==> src/hw/rtl/cseu_pkg.sv <==
package cseu_pkg;

    localparam int X_W     = 32;
    localparam int IDX_W   = 4;
    localparam int SCALE_W = 31;
    localparam int TERM_W  = 5;
    localparam int B_W     = 48;
    localparam int ACC_W   = 52;
    localparam int TMAG_W  = 31;
    localparam int S_DATA_W = 40;
    localparam int M_DATA_W = 40;

    localparam logic KIND_EVAL = 1'b0;
    localparam logic KIND_LOAD = 1'b1;

    localparam logic [1:0] REG_DOMAIN_START = 2'd0;
    localparam logic [1:0] REG_DOMAIN_SCALE = 2'd1;
    localparam logic [1:0] REG_TERM_COUNT   = 2'd2;

    localparam logic signed [X_W-1:0]     RST_DOMAIN_START = 32'sd0;
    localparam logic        [SCALE_W-1:0] RST_DOMAIN_SCALE = 31'd65536;
    localparam logic        [TERM_W-1:0]  RST_TERM_COUNT   = 5'd2;

    // Upper clamp of scale*(x - start), i.e. t = +1.0 in Q32.32 after the offset.
    localparam logic signed [63:0] Q_CLAMP_HI = 64'sh0000_0002_0000_0000;
    // 1.0 in Q2.30.
    localparam logic signed [32:0] T_ONE = 33'sd1073741824;

    localparam logic signed [ACC_W-1:0] B_MAX   = 52'sh0_7FFF_FFFF_FFFF;
    localparam logic signed [ACC_W-1:0] B_MIN   = 52'shF_8000_0000_0000;
    localparam logic signed [ACC_W-1:0] OUT_MAX = 52'sh0_0000_7FFF_FFFF;
    localparam logic signed [ACC_W-1:0] OUT_MIN = 52'shF_FFFF_8000_0000;

    typedef struct packed {
        logic clear;
        logic mul;
        logic acc;
        logic last_term;
        logic empty;
    } step_ctl_t;

endpackage

==> src/hw/rtl/cseu_cell.sv <==
module cseu_cell import cseu_pkg::*; (
    input  logic                  aclk,
    input  logic                  load_en,
    input  logic signed [X_W-1:0] load_word,
    input  logic                  shift_en,
    input  logic signed [X_W-1:0] shift_in,
    output logic signed [X_W-1:0] word_out
);

    logic signed [X_W-1:0] word_reg;
    logic signed [X_W-1:0] word_next;

    always_comb begin
        word_next = word_reg;
        if (load_en) begin
            word_next = load_word;
        end else if (shift_en) begin
            word_next = shift_in;
        end
    end

    always_ff @(posedge aclk) begin
        word_reg <= word_next;
    end

    assign word_out = word_reg;

endmodule

==> config.mk <==
export PLATFORM = sky130hd
export DESIGN_NAME = cseu_cell
export DESIGN_NICKNAME = d
export VERILOG_FILES = /design/src/hw/rtl/cseu_pkg.sv /design/src/hw/rtl/cseu_cell.sv
export SDC_FILE = /design/constraint.sdc
export NUM_CORES = 1
export LEC_CHECK = 0
export CORE_ASPECT_RATIO = 1.1
export CORE_MARGIN = 10
export CORE_UTILIZATION = 30
export CTS_BUF_LIST = sky130_fd_sc_hd__clkbuf_4
export CTS_CLUSTER_DIAMETER = 60
export DETAILED_ROUTE_END_ITERATION = 12
export DONT_BUFFER_PORTS = 1
export PLACE_DENSITY = 0.56
export SYNTH_ARGS = -nofsm -noshare
export SYNTH_HDL_FRONTEND = slang
export SYNTH_SLANG_ARGS = --single-unit
==> constraint.sdc <==
create_clock -name aclk -period 3.7 [get_ports aclk]
set_input_delay 0.74 -clock aclk [delete_from_list [all_inputs] [get_ports aclk]]
set_output_delay 0.74 -clock aclk [all_outputs]
set_load 0.01 [all_outputs]
; Word-level counts from Yosys, hierarchy flattened
; Index checks and enable logic that the tools add are counted.
[totals]
regBits = 32
latch_bits = 0
ramBits = 0
rom_bits = 0
in_bits = 67
word_cells = 4
n_memories = 0
[classes]
add_sub_neg = 0
n_mul = 0
div_mod_pow = 0
n_lt_le_gt_ge = 0
n_eq_ne = 0
shifts = 0
mux = 2
n_bitwise = 0
n_reduce_logical = 1
[op_table]
columns = cell, count
row1 = $mux 32, 2
row2 = $reduce_bool 2->1, 1

; Depth between registers and ports, before layout
[depth]
depth_word = 2
depth_mapped = 3
mapped_depth_nobuf = 1

; Worst setup path before layout
; Ideal clock, no wire load.
[synth_path]
path_type = input to register
from = input load_en
to = register word_reg[0], in the netlist word_out[0] (enable)
setup_time_ns = 0.390
arrival_ns = 1.762
t_required_ns = 3.310
path_slack_ns = 1.547
stages = 3
path_buffers = 2
path_cell_list = buf_6 > buf_12 > or2_1
[synth_between]
elab_chain_len = 1
[synth_lines]
columns = item, line_no
row1 = from (decl), cseu_cell.sv:3  ; input logic load_en,
row2 = $reduce_bool 2->1 (no line), n/a
row3 = to (signal assigned), cseu_cell.sv:23  ; word_reg <= word_next;
row4 = to (decl), cseu_cell.sv:10  ; logic signed [X_W-1:0] word_reg;
; No other way between the ends.
; A chain may end at the register's enable or synchronous reset.

; Final worst setup path
[layout_path]
from = register word_reg[24], in the netlist word_out[24]
to = output word_out[24]
[layout_rtl]
columns = item, line_no
row1 = to (decl), cseu_cell.sv:7  ; output logic signed [X_W-1:0] word_out
; No word-level cell between the ends.

==> results by group <==
Hold path
  – Hold path cells: 1
  – Hold Crit Class: primary input to flip-flop

STA
  – Tmin final: 1540 ps
  – Setup violations, final: 0
  – TNS Setup: 0 ps
  – RSZ-0062 raised after global routing: false
  – Crit share post-route: 0.416
  – Final hold violation count: 0
  – Slew headroom: 0.728
  – Slew Limit Fails: 0
  – Fmax: 650 MHz
  – Least-Margin Pin Slew: 407 ps

Final layout
  – Final instance area: 1570 sq um
  – Share of cells above drive strength 1: 0.548
  – Ant. Diodes: 0
  – Number of flip-flops under the largest register name: 32
  – Most frequent cells in the layout: edfxtp_1, mux2_4, clkbuf_4
  – Area growth from synthesis to layout: 3.90%
  – Fin nets: 140
  – Commonest non-fill, non-tap cell in the layout: edfxtp_1
  – Final-layout fill cell count: 480

Route
  – Drt wl/cell: 25.5 um
  – DR DRC count: 0
  – Final Routed Wirelength: 3340 um
  – DRT iter0 DRCs: 17
  – Drt first pass iters: 4
  – Via count: 624
  – ANT nets after route: 0
  – Via density: 4.76

Clock network
  – Hold Buf Count CTS: 0
  – CTS tree: done
  – Postcts setup bufs: 0
  – Root buf cell: clkbuf_4
  – Clock Sinks: 32
  – CTS resizes: 0
  – CTS Buf Count: 5
  – Clock transition at the registers of the reported paths: 100 ps
  – CTS Buffer Depth: 2
  – Htree depth: 2

Floorplan
  – Initial Utilization: 0.306
  – # rows: 27
  – Total Die Area: 8260 sq um
  – Io pins: 99
  – Chip width: 87.6 um
  – Die height: 94.4 um
  – CORE AREA: 4930 sq um

Power
  – Int Pwr: 565 uW
  – Sw Pwr: 163 uW
  – Clock Power Share: 0.256
  – Comb pwr share: 0.075
  – VDD IR-drop max: 0.000135 V
  – Pwr Density: 465 nW/um^2
  – Sequential power share: 0.669
  – Leak: 0.000614 uW
  – Sw frac: 0.224

Run
  – Max-capacitance violation count: 0

Critical path
  – CP endpoint kind: primary output
  – Crit path to: word_out[24]
  – Startpoint types: flip-flop
  – Worst EP arrival: 800 ps
  – Crit Path Class: flip-flop to primary output
  – Worst-path maximum fanout: 1
  – Crit. path cell count: 0
  – CP Launch Point: word_out[24]
  – Crit path required time: 2960 ps

Place
  – Placed cell areas: 1520 sq um
  – Hpwl dp: 2650 um
  – Gpl congestion: 0.676
  – I/O Buffers: 0

Logic synthesis
  – Post-Syn Area: 1510 sq um
  – Synth Area in XOR/XNOR: 0
  – Post-Syn Instances: 69
  – Synth cell types: 6
  – Mux contribution to synthesized area: 0.311
  – Post-Synth Simple-Gate Area: 0.00415
  – Largest family of logic cells by synthesized area: multiplexers
  – Cell type with the largest total area after synthesis: edfxtp_1
  – Synth Warn #: 0
  – Top cell type's share of synthesized area: 0.637
  – Synth Area in Adders: 0
  – Post-synthesis sequential area ratio: 0.637
  – Compound-cell area share of the yosys netlist: 0
  – Syn Area/Cell: 21.9 sq um
  – Top cells by area, synth: edfxtp_1, mux2_4, buf_12, mux2_2, buf_6
  – Post-Syn Nets: 136
  – Synth Register Bits: 32

GRT
  – Initial antenna violation count: 0
  – Vias in the first global route: 746
  – First-pass GRT wire length: 4700 um
  – Largest net degree at the start of global routing: 34
  – GRT Overall Usage: 0.0780
  – Total gr overflow: 0

Run status
  – Outcome: finished clean
[routing by layer]
| layer | vias up | share of wire | track usage |
|---|---|---|---|
| met5 | - | 0 | 0 |
| li1 | 275 | - | - |
| met4 | 0 | 0.016 | 0.0359 |
| met1 | 290 | 0.30 | 0.0664 |
| met3 | 5 | 0.16 | 0.0715 |
| met2 | 54 | 0.53 | 0.123 |
[metrics by stage]
step | power (uW) | setup slack (ps) | std cells | util | hold slack (ps)
4_1_cts | 747 | 2140 | 131 | 0.318 | 605
3_5_place_dp | 554 | 2120 | 124 | 0.307 | 960
6_report | 729 | 2160 | 131 | 0.318 | 623
5_1_grt | 774 | 2090 | 131 | 0.318 | 579
2_1_floorplan | 550 | 1550 | 69 | - | 957
3_3_place_gp | 552 | 2150 | 124 | 0.307 | 958
[cell type report]
| type | count | area, sq um | share of cell area |
|---|---|---|---|
| sequential | 32 | 961 | 0.613 |
| tap | 58 | 72.6 | 0.0463 |
| clock inverter | 1 | 5.00 | 0.00319 |
| clock buffer | 6 | 45.0 | 0.0288 |
| timing repair buffer | 1 | 7.51 | 0.00479 |
| multi-input combinational | 33 | 475 | 0.304 |
[worst min path at each step]
stage / start / end / slack, ps
2_1_floorplan: load_word[0] / word_out[0] / 960
3_3_place_gp: load_word[2] / word_out[2] / 960
3_5_place_dp: load_word[3] / word_out[3] / 960
4_1_cts: load_word[3] / word_out[3] / 600
5_1_grt: load_word[0] / word_out[0] / 580
6_report: load_word[5] / word_out[5] / 620
[Yosys cell counts]
library cell and number:
buf_12 3, buf_6 1, edfxtp_1 32, mux2_2 3
mux2_4 29, or2_1 1
[kinds of logic after synthesis]
logic type	after synthesis
buffers and inverters	4
AND/OR/NAND/NOR	1
flip-flops	32
multiplexers	32
[power by group through the flow]
stage	Clock, uW	Combinational [uW]	Sequential, uW
final	187	54.4	487
after global routing	223	58.5	492
after CTS	201	55.5	491
after detailed placement	0	55.6	498
after global placement	0	53.5	499
after floorplan	0	64.2	486
No activity file was read; power rests on OpenSTA's default activity.
