**config.mk**
```make
export PLATFORM = sky130hd
export DESIGN_NAME = cseu_step
export DESIGN_NICKNAME = d
export VERILOG_FILES = /design/src/hw/rtl/cseu_pkg.sv /design/src/hw/rtl/cseu_step.sv
export SDC_FILE = /design/constraint.sdc
export NUM_CORES = 2
export LEC_CHECK = 0
export ABC_AREA = 1
export BUFFER_PORTS_ARGS = -buffer_cell sky130_fd_sc_hd__buf_4
export CORE_MARGIN = 1
export CORE_UTILIZATION = 45
export DETAILED_ROUTE_END_ITERATION = 6
export HOLD_SLACK_MARGIN = 0.02
export MAX_ROUTING_LAYER = met4
export PLACE_DENSITY = 0.58
export SLEW_MARGIN = 20
export SYNTH_ARGS = -nofsm -noshare
export SYNTH_HDL_FRONTEND = slang
export SYNTH_SLANG_ARGS = --single-unit
```
**constraint.sdc**
```tcl
create_clock -name aclk -period 12.3 [get_ports aclk]
set_input_delay 2.46 -clock aclk [delete_from_list [all_inputs] [get_ports aclk]]
set_output_delay 2.46 -clock aclk [all_outputs]
set_load 0.005 [all_outputs]
```
**src/hw/rtl/cseu_pkg.sv**
```systemverilog
package cseu_pkg;

    localparam int X_W     = 32;
    localparam int IDX_W   = 4;
    localparam int SCALE_W = 31;
    localparam int TERM_W  = 5;
    localparam int B_W     = 48;
    localparam int ACC_W   = 52;
    localparam int TMAG_W  = 31;
    localparam int S_DATA_W = 40;
    localparam int M_DATA_W = 40;

    localparam logic KIND_EVAL = 1'b0;
    localparam logic KIND_LOAD = 1'b1;

    localparam logic [1:0] REG_DOMAIN_START = 2'd0;
    localparam logic [1:0] REG_DOMAIN_SCALE = 2'd1;
    localparam logic [1:0] REG_TERM_COUNT   = 2'd2;

    localparam logic signed [X_W-1:0]     RST_DOMAIN_START = 32'sd0;
    localparam logic        [SCALE_W-1:0] RST_DOMAIN_SCALE = 31'd65536;
    localparam logic        [TERM_W-1:0]  RST_TERM_COUNT   = 5'd2;

    // Upper clamp of scale*(x - start), i.e. t = +1.0 in Q32.32 after the offset.
    localparam logic signed [63:0] Q_CLAMP_HI = 64'sh0000_0002_0000_0000;
    // 1.0 in Q2.30.
    localparam logic signed [32:0] T_ONE = 33'sd1073741824;

    localparam logic signed [ACC_W-1:0] B_MAX   = 52'sh0_7FFF_FFFF_FFFF;
    localparam logic signed [ACC_W-1:0] B_MIN   = 52'shF_8000_0000_0000;
    localparam logic signed [ACC_W-1:0] OUT_MAX = 52'sh0_0000_7FFF_FFFF;
    localparam logic signed [ACC_W-1:0] OUT_MIN = 52'shF_FFFF_8000_0000;

    typedef struct packed {
        logic clear;
        logic mul;
        logic acc;
        logic last_term;
        logic empty;
    } step_ctl_t;

endpackage

```
**src/hw/rtl/cseu_step.sv**
```systemverilog
module cseu_step import cseu_pkg::*; (
    input  logic                  aclk,
    input  step_ctl_t             ctl,
    input  logic                  t_neg,
    input  logic [TMAG_W-1:0]     t_mag,
    input  logic signed [X_W-1:0] coef,
    output logic signed [X_W-1:0] result,
    output logic                  saturated
);

    logic signed [B_W-1:0] b1_reg, b1_next;
    logic signed [B_W-1:0] b2_reg, b2_next;
    logic [62:0]           lo_prod_reg, lo_prod_next;
    logic [46:0]           hi_prod_reg, hi_prod_next;
    logic                  neg_reg, neg_next;
    logic signed [X_W-1:0] result_reg, result_next;
    logic                  sat_reg, sat_next;

    logic [B_W-1:0]          b1_mag;
    logic [50:0]             mag;
    logic signed [ACC_W-1:0] prod_s;
    logic signed [ACC_W-1:0] coef_ext;
    logic signed [ACC_W-1:0] sum;
    logic signed [ACC_W-1:0] b_sat;
    logic signed [ACC_W-1:0] out_sat;
    logic                    out_clip;

    always_comb begin
        b1_mag = b1_reg[B_W-1] ? (~b1_reg + 1'b1) : b1_reg;
        lo_prod_next = b1_mag[31:0] * t_mag;
        hi_prod_next = b1_mag[B_W-1:32] * t_mag;
        neg_next = b1_reg[B_W-1] ^ t_neg;

        // The final term uses t*b1, the others 2*t*b1.
        if (ctl.last_term) begin
            mag = (51'(hi_prod_reg) << 2) + 51'(lo_prod_reg >> 30);
        end else begin
            mag = (51'(hi_prod_reg) << 3) + 51'(lo_prod_reg >> 29);
        end
        prod_s = neg_reg ? -$signed({1'b0, mag}) : $signed({1'b0, mag});
        coef_ext = ACC_W'(coef);
        if (ctl.last_term) begin
            coef_ext = coef_ext <<< 1;
        end
        sum = coef_ext + prod_s - ACC_W'(b2_reg);

        if (sum > B_MAX) begin
            b_sat = B_MAX;
        end else if (sum < B_MIN) begin
            b_sat = B_MIN;
        end else begin
            b_sat = sum;
        end

        out_clip = 1'b1;
        if (sum > OUT_MAX) begin
            out_sat = OUT_MAX;
        end else if (sum < OUT_MIN) begin
            out_sat = OUT_MIN;
        end else begin
            out_sat = sum;
            out_clip = 1'b0;
        end

        b1_next = b1_reg;
        b2_next = b2_reg;
        result_next = result_reg;
        sat_next = sat_reg;
        if (ctl.clear) begin
            b1_next = '0;
            b2_next = '0;
        end else if (ctl.acc && !ctl.last_term) begin
            b2_next = b1_reg;
            b1_next = b_sat[B_W-1:0];
        end
        if (ctl.acc && ctl.last_term) begin
            if (ctl.empty) begin
                result_next = '0;
                sat_next = 1'b0;
            end else begin
                result_next = out_sat[X_W-1:0];
                sat_next = out_clip;
            end
        end
    end

    always_ff @(posedge aclk) begin
        b1_reg <= b1_next;
        b2_reg <= b2_next;
        result_reg <= result_next;
        sat_reg <= sat_next;
        if (ctl.mul) begin
            lo_prod_reg <= lo_prod_next;
            hi_prod_reg <= hi_prod_next;
            neg_reg <= neg_next;
        end
    end

    assign result = result_reg;
    assign saturated = sat_reg;

endmodule

```
Word level (Yosys, flattened, before mapping)

Cells that the tools add are included.

Add/subtract/negate cells: 6
Multiply operators: 2
Order comparisons: 4
Mux-type cells: 10
Bitwise logic cells: 2
Reduce and logical (&&, ||, !) cells: 4

Operator list:

| cell                                                                           | count |
|---|---|
| 48-bit two-way mux                                                             | 3 |
| 32-bit two-way mux                                                             | 2 |
| 32-bit by 31-bit multiplier with 63-bit output                                 | 1 |
| 33-bit by 52-bit adder with 52-bit output                                      | 1 |
| 52-bit by 32-bit > comparator with 1-bit output, second input constant         | 1 |
| 52-bit by 48-bit > comparator with 1-bit output, second input constant         | 1 |
| 52-bit by 32-bit less-than comparator with 1-bit output, second input constant | 1 |
| 52-bit by 48-bit less-than comparator with 1-bit output, second input constant | 1 |
| 52-bit two-way mux                                                             | 1 |
| 51-bit negation with 52-bit output                                             | 1 |
| 52-bit by 48-bit subtractor with 52-bit output                                 | 1 |
| 50-bit by 34-bit adder with 51-bit output                                      | 1 |
| 51-bit two-way mux                                                             | 1 |
| 49-bit by 33-bit adder with 50-bit output                                      | 1 |
| 48-bit by 1-bit adder with 48-bit output, second input constant                | 1 |
| 48-bit NOT                                                                     | 1 |
| 16-bit by 31-bit multiplier with 47-bit output                                 | 1 |
| 31-bit two-way mux                                                             | 1 |
| 1-bit logical AND                                                              | 2 |
| 1-bit two-way mux                                                              | 2 |
| 2-bit OR reduction                                                             | 1 |
| 1-bit logical NOT                                                              | 1 |
| 1-bit bitwise XOR                                                              | 1 |

Register bits: 240
Input bits: 70
Output and inout port bits: 33
Word-level logic and storage cells: 36

Logic depth before layout (Yosys ltp)

Word-level depth: 9
Gate-level depth with buffers: 48
Gate-level depth less buffers: 46

Least setup slack after synthesis

Ideal clock, no wire load.

Path kind: input -> register
Start point: input t_mag[7]
End point: register lo_prod_reg[53] (data pin)
Library setup time: 0.259 ns
Arrival: 9.069 ns
Data required time: 12.041 ns
Slack: 2.972 ns
Cell stages on the path: 29
Buffers on the path: 2
Cell sequence: clkbuf_1 -> clkbuf_1 -> nand2_1 -> fa_1 -> inv_1 -> fa_1 -> fa_1 -> inv_1 -> fa_1 -> inv_1 -> fa_1 -> inv_1 -> fa_1 -> inv_1 -> fa_1 -> inv_1 -> fa_1 -> inv_1 -> ha_1 -> nand2_1 -> nor2_1 -> inv_1 -> nor2_1 -> nand3_1 -> o21ai_0 -> nand2_1 -> o21ai_0 -> a21oi_1 -> xnor2_1

Longest elaborated chain between the ends: 1

RTL lines:

| element                                        | RTL line        | text |
|---|---|---|
| start: declaration                             | cseu_step.sv:5  | `input logic [TMAG_W-1:0] t_mag,` |
| 32-bit by 31-bit multiplier with 63-bit output | cseu_step.sv:30 | `lo_prod_next = b1_mag[31:0] * t_mag;` |
| net lo_prod_next[53]                           | cseu_step.sv:13 | `logic [62:0] lo_prod_reg, lo_prod_next;` |
| end signal: assignment                         | cseu_step.sv:93 | `lo_prod_reg <= lo_prod_next;` |
| end: declaration                               | cseu_step.sv:13 |  |

The timed path passes the listed nets, and every way through them passes these cells.
A chain may end at the register's enable or synchronous reset.

Worst setup path in the final report

Start point: register b1_reg[0]
End point: register lo_prod_reg[53] (data pin)

Longest elaborated chain between the ends: 4

RTL lines:

| element                                          | RTL line        | text |
|---|---|---|
| start: declaration                               | cseu_step.sv:11 | `logic signed [B_W-1:0] b1_reg, b1_next;` |
| start signal: assignment                         | cseu_step.sv:88 | `b1_reg <= b1_next;` |
| 48-bit NOT                                       | cseu_step.sv:29 | `b1_mag = b1_reg[B_W-1] ? (~b1_reg + 1'b1) : b1_reg;` |
| 48-bit by 1-bit adder with 48-bit output         | cseu_step.sv:29 |  |
| 48-bit two-way mux *                             | cseu_step.sv:29 |  |
| 32-bit by 31-bit multiplier with 63-bit output * | cseu_step.sv:30 |  |
| net lo_prod_next[53]                             | cseu_step.sv:13 |  |

The timed path passes the listed nets; every way through them passes the cells marked *.

==> flow_metrics.env <==
export IMPL_reg2reg_depth=37
export IMPL_dieArea_sq_mm=0.147
export IMPL_setup_viol=0
export IMPL_grt_use_total_pct=32.9
export IMPL_start_kind="flop"
export IMPL_holdPathStages=2
export IMPL_met1Wirelength_microns=98800
export IMPL_drtIter0Drc=4275
export IMPL_critPathTopFamily="adder cells"
export IMPL_die_y_microns=384
export IMPL_status="finished, violations left"
export IMPL_routabilityCongestion=0.999
export IMPL_routedWlPerCell_microns=22.4
export IMPL_worst_pin_slew_ps=1140
export IMPL_synth_warnings=0
export IMPL_syn_inst=8600
export IMPL_top_layer="met4"
export IMPL_slew_headroom_pct=23.7
export IMPL_yosysSeqAreaShare_pct=8.19
export IMPL_worstPathRequired_ps=12610
export IMPL_grt_pass1_vias=57700
export IMPL_route_met2_wl_microns=110000
export IMPL_clkSlewWorstSetupHoldPaths_ps=60
export IMPL_fmax_ghz=0.0973
export IMPL_ctsHoldBuffers=0
export IMPL_finalMaxSlewViolations=0
export IMPL_hold_class="reg -> reg"
export IMPL_cts_root_buf="clkbuf_16"
export IMPL_cp_slowest_stage_delay_ps=780
export IMPL_reg2reg_from="b1_reg[0]"
export IMPL_synth_cell_types=59
export IMPL_hp_start="b2_reg[27]"
export IMPL_grt_pass1_wl_microns=355000
export IMPL_layout_commonest_cell="nand2_1"
export IMPL_die_width_microns=384
export IMPL_cts_tree="built"
export IMPL_routed_wl_microns=233000
export IMPL_start_util_pct=45.5
export IMPL_worstReg2RegEnd="lo_prod_reg[53]"
export IMPL_cts_setup_buffers=0
export IMPL_ctsResizeCount=0
export IMPL_cp_slowest_cell="inv_2"
export IMPL_path_buf_inv=7
export IMPL_grt_setup_unrepaired="false"
export IMPL_fin_crit_sh_pct=83.6
export IMPL_drtPass1Iterations=7
export IMPL_area_growth_pct=4.72
export IMPL_postSynthNetCount=10400
export IMPL_grt_max_degree=97
export IMPL_cp_common_cell="fa_1"
export IMPL_vias_per_cell=5.37
export IMPL_finalSetupTns_ps=0
export IMPL_drcViolationCount=1
export IMPL_htree_num_levels=1
export IMPL_clock_latency_ps=590
export IMPL_port_buffers=102
export IMPL_synth_flop_cell="edfxtp_1"
export IMPL_final_cell_mix="2205 x nand2_1, 1954 x inv_1, 1321 x fa_1, 659 x nor2_1, 458 x ha_1"
export IMPL_route_antenna_remaining_nets=0
export IMPL_cts_made_buffers=25
export IMPL_r2r_slack_ps=2020
export IMPL_arrival_ps=10590
export IMPL_fp_coreArea_sq_mm=0.144
export IMPL_failed_checks="design-rule violations"
export IMPL_synth_edff_count=115
export IMPL_antenna_found_initial=8
export IMPL_fin_skew_ps=37.5
export IMPL_overflow=0
export IMPL_clk_path_buf_depth=3
export IMPL_cp_max_fo=28
export IMPL_drv_cap=0
export IMPL_end_kind="flop"
export IMPL_nets=10300
export IMPL_met3_length_microns=13300
export IMPL_fp_row_count=139
export IMPL_synth_area_sq_mm=0.0657
export IMPL_timing_hold_violations_final=0
export IMPL_final_layout_size_suffix_gt1_share_pct=3.46
export IMPL_setup_worst_path_class="reg -> reg"
export IMPL_num_vias=55700
export IMPL_synth_seq_cells=211
export IMPL_ys_async_sr_fraction_pct=0
export IMPL_avgSynthCellArea_sq_um=7.63
export IMPL_hpwl_microns=191000
export IMPL_cts_sinks=211
export IMPL_ios=103
export IMPL_whs_endpoint="b2_reg[27]"
export IMPL_finalCriticalPeriod_ps=10280
## per-layer routing
metal  GRT usage [%]  vias up
met1            43.1    28200
met5               -        -
li1                -    25200
met2            53.4     1951
met3            2.72      362
met4            12.0        0
## how the worst max path moves through the flow
stage / startpoint / endpoint / slack [ps] / cells past startpoint
2_1_floorplan: t_mag[7] / lo_prod_reg[53] / 2970 / 29
3_3_place_gp: t_mag[16] / lo_prod_reg[61] / 1860 / 28
3_5_place_dp: t_mag[16] / lo_prod_reg[53] / 1760 / 27
4_1_cts: b1_reg[0] / lo_prod_reg[53] / 1980 / 37
5_1_grt: b1_reg[0] / lo_prod_reg[53] / 1550 / 37
6_report: b1_reg[0] / lo_prod_reg[53] / 2020 / 37
## per-stage QoR
| stage | util [%] | std cells | instance area, sq um | hold slack [ps] | worst slack (ps) |
|---|---|---|---|---|---|
| final | 47.7 | 10400 | 68800 | 495 | 2020 |
| after global routing | 47.7 | 10400 | 68800 | 520 | 1550 |
| after CTS | 47.7 | 10400 | 68700 | 496 | 1980 |
| after detailed placement | 47.1 | 10300 | 67900 | 487 | 1760 |
| after global placement | 47.1 | 10300 | 67900 | 480 | 1860 |
| after floorplan | - | 8600 | 65700 | 466 | 2970 |
## final cells by class
class | count | area, sq um
fillers | 14600 | 75400
multi-input cells | 6069 | 51400
clock buffers | 32 | 703
repair buffers | 169 | 1270
inverters | 1972 | 7400
well taps | 1903 | 2380
diodes | 2 | 5.00
flip-flops and latches | 211 | 5380
clock inverters | 14 | 173
## synth_stat cells, drive strengths merged, types with 88 or more instances
master  count  area, sq um
a21oi     403         2050
buf        88          499
clkbuf    260          976
dfxtp      96         1920
edfxtp    115         3450
fa       1321        26400
ha        458         5730
inv      1968         7390
nand2    2226         8400
nand3     234         1200
nor2      663         2510
o21ai     279         1410
xor2      133         1170
## worst reg2reg max path, delay by kind of cell, from the launching register on
| family | cells | cell delay, ps |
|---|---|---|
| AO/OA/AOI/OAI | 5 | 1560 |
| XOR/XNOR | 1 | 160 |
| adder cells (fa/ha/maj) | 9 | 4400 |
| buffers and inverters | 7 | 1240 |
| flip-flops | 1 | 360 |
| AND/OR/NAND/NOR | 15 | 2290 |
## cell families (layout without fill, tap and decap cells)
kind of cell,count (synthesis),in the layout,share of synthesized area [%]
compound gates,799,799,6.57
other cells,0,2,0
simple gates,3299,3299,20.1
xor+xnor,191,191,2.56
mux,1,1,0.0152
fa+ha+maj,1779,1779,49.0
flops,211,211,8.19
buf+inv,2320,2187,13.5
Power is not shown: default switching activity piles up to over one toggle a cycle in this logic, so the estimate is an artifact.
